<file path="src/sv/scla_pkg.sv">
// scla_pkg: sizes and character codes for the serial console line assembler
// no dependencies; imported by serial_console_line_assembler_top
package scla_pkg;

  // line store size in bytes, one slot kept free so the line holds size - 1 chars
  localparam int unsigned LINE_BUFFER_BYTES = 64;
  localparam int unsigned LEN_W             = $clog2(LINE_BUFFER_BYTES);
  localparam logic [LEN_W-1:0] LINE_MAX_CHARS = LEN_W'(LINE_BUFFER_BYTES - 1);

  // console character codes
  localparam logic [7:0] CH_BS   = 8'h08;
  localparam logic [7:0] CH_DEL  = 8'h7F;
  localparam logic [7:0] CH_LOW  = 8'h20;
  localparam logic [7:0] CH_HIGH = 8'h7E;
  localparam logic [7:0] CH_CR   = 8'h0D;
  localparam logic [7:0] CH_LF   = 8'h0A;

  // result kinds
  localparam logic EV_LINE_CHAR = 1'b0;
  localparam logic EV_TOO_LONG  = 1'b1;

endpackage

</file>
<file path="src/sv/scla_ram.sv">
// scla_ram: generic single-write, single-read ram with registered read data
// no dependencies; used for the line store
module scla_ram #(
  parameter int unsigned WIDTH = 8,
  parameter int unsigned DEPTH = 64
) (
  input  logic                     clk,
  input  logic                     we,
  input  logic [$clog2(DEPTH)-1:0] waddr,
  input  logic [WIDTH-1:0]         wdata,
  input  logic                     re,
  input  logic [$clog2(DEPTH)-1:0] raddr,
  output logic [WIDTH-1:0]         rdata
);

  logic [WIDTH-1:0] mem_r [DEPTH];
  logic [WIDTH-1:0] rdata_r;

  // write port and registered read port
  always_ff @(posedge clk) begin
    if (we) begin
      mem_r[waddr] <= wdata;
    end
    if (re) begin
      rdata_r <= mem_r[raddr];
    end
  end

  assign rdata = rdata_r;

endmodule

</file>
<file path="src/sv/serial_console_line_assembler_top.sv">
// serial_console_line_assembler_top: builds a console command line and streams it out
// depends on scla_pkg and scla_ram
//
//  channel | direction | ports                                         | handshake
//  in      | input     | in_rx_byte                                    | in_valid / in_ready
//  out     | output    | out_event_kind, out_line_char, out_last       | out_valid / out_ready
//
// printable, backspace, del and ignored bytes are taken back to back while idle
// a terminator on a non-empty line streams its chars out: one store read and one
// output step per char, sequenced over the single ram read port
// a too-long request gives one final result; in_ready is low until the last result is taken
// rst_n (synchronous) empties the line; the store itself is not cleared
// a stall on out_ready holds the current result and the sequencer
module serial_console_line_assembler_top (
  input  logic       clk,
  input  logic       rst_n,
  input  logic       in_valid,
  output logic       in_ready,
  input  logic [7:0] in_rx_byte,
  output logic       out_valid,
  input  logic       out_ready,
  output logic       out_event_kind,
  output logic [7:0] out_line_char,
  output logic       out_last
);
  import scla_pkg::*;

  typedef enum logic [1:0] {
    S_IDLE,
    S_FETCH,
    S_SEND
  } state_t;

  state_t           state_r, state_nxt;
  logic [LEN_W-1:0] len_r, len_nxt;
  logic [LEN_W-1:0] idx_r, idx_nxt;
  logic [LEN_W-1:0] end_r, end_nxt;
  logic             out_valid_r, out_valid_nxt;
  logic             kind_r, kind_nxt;
  logic             last_r, last_nxt;

  logic             in_acc;
  logic             ram_we;
  logic             ram_re;
  logic [7:0]       ram_rdata;

  assign in_ready = (state_r == S_IDLE);
  assign in_acc   = in_valid && in_ready;

  // line store
  scla_ram #(
    .WIDTH (8),
    .DEPTH (LINE_BUFFER_BYTES)
  ) u_line_store (
    .clk   (clk),
    .we    (ram_we),
    .waddr (len_r),
    .wdata (in_rx_byte),
    .re    (ram_re),
    .raddr (idx_r),
    .rdata (ram_rdata)
  );

  // byte decode and output sequencer
  always_comb begin
    state_nxt     = state_r;
    len_nxt       = len_r;
    idx_nxt       = idx_r;
    end_nxt       = end_r;
    out_valid_nxt = out_valid_r;
    kind_nxt      = kind_r;
    last_nxt      = last_r;
    ram_we        = 1'b0;
    ram_re        = 1'b0;
    unique case (state_r)
      S_IDLE: begin
        if (in_acc) begin
          unique case (in_rx_byte) inside
            CH_CR, CH_LF: begin
              if (len_r != '0) begin
                idx_nxt   = '0;
                end_nxt   = len_r - 1'b1;
                len_nxt   = '0;
                kind_nxt  = EV_LINE_CHAR;
                state_nxt = S_FETCH;
              end
            end
            CH_BS, CH_DEL: begin
              if (len_r != '0) begin
                len_nxt = len_r - 1'b1;
              end
            end
            [CH_LOW:CH_HIGH]: begin
              if (len_r < LINE_MAX_CHARS) begin
                ram_we  = 1'b1;
                len_nxt = len_r + 1'b1;
              end else begin
                // full line: discard it and report
                len_nxt       = '0;
                kind_nxt      = EV_TOO_LONG;
                last_nxt      = 1'b1;
                out_valid_nxt = 1'b1;
                state_nxt     = S_SEND;
              end
            end
            default: begin
            end
          endcase
        end
      end
      S_FETCH: begin
        // read one stored char, compare against the final index
        ram_re        = 1'b1;
        last_nxt      = (idx_r == end_r);
        out_valid_nxt = 1'b1;
        state_nxt     = S_SEND;
      end
      S_SEND: begin
        if (out_ready) begin
          out_valid_nxt = 1'b0;
          if (last_r) begin
            state_nxt = S_IDLE;
          end else begin
            idx_nxt   = idx_r + 1'b1;
            state_nxt = S_FETCH;
          end
        end
      end
      default: begin
        state_nxt = S_IDLE;
      end
    endcase
  end

  // state and registered outputs
  always_ff @(posedge clk) begin
    if (!rst_n) begin
      state_r     <= S_IDLE;
      len_r       <= '0;
      out_valid_r <= 1'b0;
    end else begin
      state_r     <= state_nxt;
      len_r       <= len_nxt;
      out_valid_r <= out_valid_nxt;
    end
    idx_r  <= idx_nxt;
    end_r  <= end_nxt;
    kind_r <= kind_nxt;
    last_r <= last_nxt;
  end

  assign out_valid      = out_valid_r;
  assign out_event_kind = kind_r;
  assign out_last       = last_r;
  assign out_line_char  = (kind_r == EV_TOO_LONG) ? 8'h00 : ram_rdata;

`ifndef SYNTHESIS
  // no new byte is taken while a result is pending
  a_no_accept_during_output: assert property (@(posedge clk) disable iff (!rst_n)
    out_valid |-> !in_ready)
    else $error("input ready while a result is pending");

  // a too-long event is a single final result with a zero char
  a_too_long_shape: assert property (@(posedge clk) disable iff (!rst_n)
    (out_valid && out_event_kind) |-> (out_last && (out_line_char == 8'h00)))
    else $error("malformed too-long result");

  // taking the final result returns the block to accepting bytes
  a_last_frees_input: assert property (@(posedge clk) disable iff (!rst_n)
    (out_valid && out_ready && out_last) |=> in_ready)
    else $error("block not ready after final result");

  // a terminator on a non-empty line empties the line
  a_term_clears_line: assert property (@(posedge clk) disable iff (!rst_n)
    (in_valid && in_ready && ((in_rx_byte == CH_CR) || (in_rx_byte == CH_LF)))
      |=> (len_r == '0))
    else $error("line not cleared by terminator");
`endif

endmodule
</file>
<file path="config.mk">
export PLATFORM = sky130hd
export DESIGN_NAME = serial_console_line_assembler_top
export DESIGN_NICKNAME = d
export VERILOG_FILES = /design/src/sv/scla_pkg.sv /design/src/sv/scla_ram.sv /design/src/sv/serial_console_line_assembler_top.sv
export SDC_FILE = /design/constraint.sdc
export NUM_CORES = 1
export LEC_CHECK = 0
export ABC_AREA = 1
export ABC_CLOCK_PERIOD_IN_PS = 2950
export CAP_MARGIN = 40
export CORE_MARGIN = 10
export CORE_UTILIZATION = 45
export CTS_BUF_LIST = sky130_fd_sc_hd__clkbuf_4 sky130_fd_sc_hd__clkbuf_8
export DETAILED_ROUTE_END_ITERATION = 12
export DONT_BUFFER_PORTS = 1
export HOLD_SLACK_MARGIN = 0.12
export PLACE_DENSITY_LB_ADDON = 0.05
export SLEW_MARGIN = 20
export SYNTH_ARGS = -nofsm -noshare
export SYNTH_HDL_FRONTEND = slang
export SYNTH_SLANG_ARGS = --single-unit
</file>
<file path="constraint.sdc">
create_clock -name clk -period 2.95 [get_ports clk]
set_input_delay 0.4425 -clock clk [delete_from_list [all_inputs] [get_ports clk]]
set_output_delay 0.4425 -clock clk [all_outputs]
set_load 0.05 [all_outputs]
</file>
# Word-level counts from Yosys, hierarchy flattened

Memories as Yosys holds them, arrays and structs flattened. A register that Yosys moved wholly into a read port is not among the register bits.
Cells that the tools add are included.

$lt $le $gt $ge: 3
Muxes and demuxes: 32
Equality and inequality tests: 20
Reduce and logical (&&, ||, !) cells: 18
Add/sub/neg operators: 3

Operator list:

| operator              | count |
|---|---|
| $mux W6               | 7 |
| $eq A8 B4 Y1 const B  | 3 |
| $reduce_and A5 Y1     | 4 |
| $pmux W6 S3           | 1 |
| $mux W1               | 13 |
| $add A6 B1 Y6 const B | 2 |
| $ne A2 B2 Y1 const B  | 6 |
| $pmux W6 S2           | 1 |
| $eq A8 B7 Y1 const B  | 1 |
| $ge A8 B6 Y1 const B  | 1 |
| $le A8 B7 Y1 const B  | 1 |
| $mux W2               | 4 |
| $mux W8               | 1 |
| $ne A2 B1 Y1 const B  | 4 |
| $reduce_and A4 Y1     | 2 |
| $eq A6 B6 Y1          | 1 |
| $lt A6 B6 Y1 const B  | 1 |
| $ne A3 B3 Y1 const B  | 2 |
| $pmux W2 S3           | 1 |
| $reduce_and A6 Y1     | 1 |
| $reduce_bool A2 Y1    | 3 |
| $reduce_bool A3 Y1    | 2 |
| $reduce_bool A6 Y1    | 1 |
| $sub A6 B1 Y6 const B | 1 |
| 9 further kinds       | 12 |

Memories kept: 1
Output and inout bits: 12
RAM bits: 512
Bits of input ports: 12
Register bits: 23
Logic and storage cells: 84

Memory list:

| name               | words | bits a word | read ports | clocked after memory_dff | write ports | RTL line       | source |
|---|---|---|---|---|---|---|---|
| u_line_store.mem_r | 64    | 8           | 1          | 1                        | 1           | scla_ram.sv:16 | `logic [WIDTH-1:0] mem_r [DEPTH];` |

# Depth between registers and ports, before layout

Depth after elaboration: 7
Gate-level depth with buffers: 12
Gate-level depth less buffers: 11

# Modules after synthesis

A second synthesis with hierarchy kept.

Cells, all modules: 2,024
Area total of the unflattened synthesis: 22,992.1 um^2

By module, submodules not included:

| module                            | sequential area each (um^2) | times used | cells an instance | area each (um^2) |
|---|---|---|---|---|
| scla_ram                          | 15,615.0                    | 1          | 1,805             | 21,419.3 |
| serial_console_line_assembler_top | 600.6                       | 1          | 219               | 1,572.8 |

# Worst setup path before layout

Ideal clock, no wire load.

Kind: reg-to-reg
Start: reg state_r[1]
End: mem u_line_store.mem_r[16][0] (enable)
Path buffers: 0
Required time: 2.565 ns
Path slack: 0.563 ns
Clock period less this slack: 2.387 ns
Cell stages (with the launch flop): 8
Library setup time: 0.385 ns
Arrival: 2.001 ns
Cell sequence: dfxtp_1 -> nor2_4 -> inv_2 -> nor2_1 -> inv_2 -> nor2_8 -> inv_2 -> nor3b_1

Cells in the longest elaborated chain, start to end: 6

Ends and longest elaborated chain:

| what                              | RTL line                                 | source |
|---|---|---|
| start: declaration                | serial_console_line_assembler_top.sv:34  | `state_t state_r, state_nxt;` |
| start signal: assignment          | serial_console_line_assembler_top.sv:142 | `state_r <= state_nxt;` |
| $logic_not A2 Y1 (*)              | serial_console_line_assembler_top.sv:47  | `assign in_ready = (state_r == S_IDLE);` |
| via in_ready                      | serial_console_line_assembler_top.sv:18  | `output logic in_ready,` |
| $logic_and A1 B1 Y1               | serial_console_line_assembler_top.sv:48  | `assign in_acc = in_valid && in_ready;` |
| $mux W1                           | serial_console_line_assembler_top.sv:77  | `if (in_acc) begin` |
| $mux W1 (*)                       | serial_console_line_assembler_top.sv:75  | `unique case (state_r)` |
| $mux W1 (*)                       | scla_ram.sv:21                           | `if (we) begin` |
| $mux W1 (not written as such) (*) | scla_ram.sv:22                           | `mem_r[waddr] <= wdata;` |
| end: declaration                  | scla_ram.sv:16                           |  |

Mark *: on every way through the listed nets, which the timed path passes. The rest lies on a longest branch.

==> results_tabular.tex <==
\begin{tabular}{lr}
\hline
Metric & Value \\
\hline
\multicolumn{2}{l}{\textbf{Run status}} \\
\quad Outcome & finished clean \\
\multicolumn{2}{l}{\textbf{Timing}} \\
\quad Max frequency & 0.394 GHz \\
\quad Min Hold Slack & approximately 160 ps \\
\quad Final Worst Setup Slack & 409 ps \\
\quad Part of the cycle the worst path needs & 0.861 \\
\quad Final Hold Violating Endpoints & 0 \\
\quad Actual slew at the worst max-slew pin & 726 ps \\
\quad Final Slew Violations & 0 \\
\quad Setup repair after global routing missed its margin & no \\
\quad Relative max-transition margin & 0.514 \\
\quad Setup TNS after final layout & 0 ps \\
\quad Setup clock skew after layout & 20.9 ps \\
\quad Total setup violations reported at the end of the flow & 0 \\
\quad Minimum clock period after layout & 2540 ps \\
\multicolumn{2}{l}{\textbf{Yosys}} \\
\quad Post-synth design cell area & 22700 sq um \\
\quad Gate count after technology mapping & roughly 1900 \\
\quad Synthesized-area fraction occupied by xor and xnor cells & 0.00308 \\
\quad Leading cell types by total area after synthesis & edfxtp\_1 (71\%), nor2\_1 (7.3\%), o21ai\_0 (3.9\%), nand2\_1 (3.6\%), nand3\_1 (2.8\%) \\
\quad Post-synth top cells & edfxtp\_1 (534), nor2\_1 (445), nand2\_1 (221) \\
\quad Seq/Total Area, Yosys & 0.713 \\
\quad Most used flip-flop cell after synthesis & edfxtp\_1 \\
\quad Yosys cell types & 39 \\
\quad Area fraction in compound gates after synthesis & 0.0870 \\
\quad Share of flip-flops with an asynchronous set or reset after synthesis & 0 \\
\quad Fraction of the mapped netlist area in simple logic gates & 0.155 \\
\quad Portion of netlist area occupied by mux cells & 0 \\
\quad Number of register bits inferred by synthesis & about 540 \\
\quad Area share of the largest cell type after synthesis & 0.705 \\
\quad Share of synthesized cell area in full adder, half adder and majority cells & 0.00220 \\
\quad Syn\_nets & 1951 \\
\quad Yosys warnings & 0 \\
\quad Most area-hungry cell type in the Yosys netlist & edfxtp\_1 \\
\quad Most common cell in the netlist & edfxtp\_1 \\
\quad Combinational family with the most area after synthesis & simple AND/OR/NAND/NOR gates \\
\quad EDFF count, synth & 534 \\
\quad Post-synthesis average cell area & 11.8 sq um \\
\multicolumn{2}{l}{\textbf{Layout}} \\
\quad Layout overhead on the synthesized area & 14.5\% \\
\quad Post-Route Utilization & 0.520 \\
\quad Number of nets in the final layout & 2064 \\
\quad Post-route standard cell area excluding fillers & 26000 sq um \\
\quad Count of antenna diodes in the layout & 0 \\
\quad Number of standard cells in the final layout excluding fillers & $\sim$2800 \\
\quad Ratio of cells with drive above 1 in the final layout & 0.145 \\
\multicolumn{2}{l}{\textbf{Power}} \\
\quad Switch share & 0.229 \\
\quad Cell internal power dissipation & 12.3 mW \\
\quad Combinational Power Share & 0.048 \\
\quad Reg power frac & 0.535 \\
\quad Switching power total & 3.65 mW \\
\quad Largest vdd supply drop & 0.357 mV \\
\quad Leakage power total & between 9 and 10 nW \\
\quad Tot Pwr & 15.9 mW \\
\quad Clock share of power & 0.417 \\
\quad Pwr/cell area & 612 nW/um\^{}2 \\
\multicolumn{2}{l}{\textbf{Worst hold path}} \\
\quad Worst hold path depth & 1 \\
\quad Destination of the worst hold path & u\_line\_store.mem\_r[4][2] \\
\quad Start point of the worst hold path & in\_rx\_byte[2] \\
\quad Worst hold path class & in -> reg \\
\multicolumn{2}{l}{\textbf{Global routing}} \\
\quad Via count of the first global-routing pass & 14857 \\
\quad Initial antenna violation count & 1 \\
\quad GRT Overall Usage & 0.217 \\
\quad Largest net degree at the start of global routing & 86 \\
\quad Wire length of the first global-routing pass & 96800 microns \\
\quad Remaining global-route overflow & 0 \\
\multicolumn{2}{l}{\textbf{Die}} \\
\quad Number of rows in the core area & 82 \\
\quad Die Y-Extent & around 240 microns \\
\quad Core Footprint & 50100 sq um \\
\quad Top-level I/O count & 24 \\
\quad Initial Utilization & 0.454 \\
\quad Die W & 245 microns \\
\quad Die Footprint & 59900 sq um \\
\multicolumn{2}{l}{\textbf{Setup path}} \\
\quad Critical Setup Path Class & reg -> reg \\
\quad R2R Setup Slk & approximately 410 ps \\
\quad Family of cells with the greatest summed delay on the critical path & simple AND/OR/NAND/NOR gates \\
\quad Endpoint kind of the worst setup timing path & flop \\
\quad Critical Path AT & about 3000 ps \\
\quad Worst path cell trace & inv\_6, buf\_4, nand2\_1, nand3\_1, nand3\_1, nand2\_1, a21oi\_1, nand2\_1, nand3\_1, nand2\_1 \\
\quad CP Buf/Inv Count & 2 \\
\quad Worst reg2reg path depth & 10 \\
\quad Crit path largest cell delay & 610 ps \\
\quad Worst path required time & 3370 ps \\
\quad Launch point of the critical path & idx\_r[0] \\
\quad R2R Path End & u\_line\_store.rdata[3] \\
\quad Cell type of the slowest stage on the worst timing path & edfxtp\_1 \\
\quad Biggest fanout along the worst timing path & 53 \\
\quad RR Startpoint & idx\_r[0] \\
\quad Library cell appearing most often on the critical path & nand2\_1 \\
\quad Startpoint type of the worst setup path & flop \\
\multicolumn{2}{l}{\textbf{Clock network}} \\
\quad Total of cells resized after clock tree synthesis & 0 \\
\quad Clock tree from TritonCTS & done \\
\quad Cts bufs inserted & 94 \\
\quad Clock slew at reported path FFs & 60 ps \\
\quad Root buffer selected by CTS & clkbuf\_8 \\
\quad Clock latency reported for the late side of the worst-skew pair & a little under 700 ps \\
\quad Buffer depth of the longest clock path & 3 \\
\quad Number of clock sinks & 543 \\
\quad Level count of the clock H-tree & 3 \\
\multicolumn{2}{l}{\textbf{Placement}} \\
\quad Standard cell area after detailed placement & 23900 sq um \\
\quad Detailed placer's ending HPWL & 37600 microns \\
\quad Number of buffers added on ports & 0 \\
\quad Post-Place Setup Slack & about 470 ps \\
\quad Routability congestion estimate from global placement & 0.835 \\
\quad Dpl cells & between 2000 and 3000 \\
\multicolumn{2}{l}{\textbf{Route}} \\
\quad Routed Wire Length & 65000 microns \\
\quad Number of detailed-route iterations in the first pass & 5 \\
\quad Average routed wire per standard cell & 23.3 microns \\
\quad Antenna violation net count after detailed routing & 0 \\
\quad Via count normalized by instance count & 5.40 \\
\quad DRC violations left & 0 \\
\quad Iteration-0 DRC Markers & approximately 1500 \\
\quad DR vias & 15083 \\
\multicolumn{2}{l}{\textbf{Job}} \\
\quad Max-cap viol count & 0 \\
\hline
\end{tabular}
[what timing repair did]
item,in CTS,in global routing
buffers inserted,0,0
endpoints found under the hold margin,521,0
hold buffers,13,0
[flip-flops by register name, indices dropped and copies added (netlist names)]
signal,cells
u_line_store.mem_r,512
u_line_store.rdata,8
end_r,6
idx_r,6
len_r,6
state_r,2
out_event_kind,1
out_last,1
out_valid,1
[worst register-to-register path: stages, from the launching register on]
cell and delay, ps:
edfxtp_1 610, inv_6 90, buf_4 320, nand2_1 150, nand3_1 130, nand3_1 130, nand2_1 60, a21oi_1 270
nand2_1 280, nand3_1 190, nand2_1 70
[power by group through the flow]
stage | combinational (mW) | clock [mW] | sequential (mW)
after CTS | 0.765 | 6.80 | 8.52
after global routing | 0.831 | 7.16 | 8.52
final | 0.766 | 6.65 | 8.52
after detailed placement | 0.585 | 0 | 8.68
after global placement | 0.581 | 0 | 8.68
after floorplan | 0.388 | 0 | 8.67
[layer usage]
| layer | track usage | part of all wire | routed length (microns) | up-vias |
|---|---|---|---|---|
| met1 | 0.299 | 0.44 | 28400 | 7404 |
| met3 | 0.0437 | 0.072 | 4660 | 92 |
| met2 | 0.336 | 0.46 | 30200 | 504 |
| li1 | - | - | - | 7083 |
| met4 | 0.0800 | 0.027 | 1730 | 0 |
| met5 | 0 | 0 | 0 | - |
[cell families after synthesis]
group	Yosys count
AO/OA/AOI/OAI	361
adder cells (fa/ha/maj)	4
flip-flops	543
buffers and inverters	181
XOR/XNOR	8
AND/OR/NAND/NOR	838
[worst max-delay path by stage]
stage,to,slack (ps),cells after the start
floorplan,u_line_store.mem_r[16][0],560,7
global placement,u_line_store.rdata[2],490,10
detailed placement,u_line_store.rdata[3],470,10
CTS,u_line_store.rdata[2],460,10
global route,u_line_store.rdata[2],310,10
finish,u_line_store.rdata[3],410,10
[cell usage in the layout (no fill, tap or decap), types with 56 or more instances in the layout]
| cell type | n |
|---|---|
| edfxtp_1 | 534 |
| nor2_1 | 445 |
| nand2_1 | 221 |
| o21ai_0 | 178 |
| nand3_1 | 127 |
| buf_4 | 101 |
| clkbuf_8 | 98 |
| o21ai_1 | 75 |
| o211ai_1 | 64 |
| inv_1 | 56 |
[layout make-up]
class                           instances  area (sq um)
Sequential cell                       543         16200
Inverter                               71           272
Timing Repair Buffer                  127          1280
Clock inverter                         46           255
Fill cell                            4551         24000
Clock buffer                          125          1550
Multi-Input combinational cell       1211          5620
Tap cell                              672           841
No activity file was read; power rests on OpenSTA's default activity.
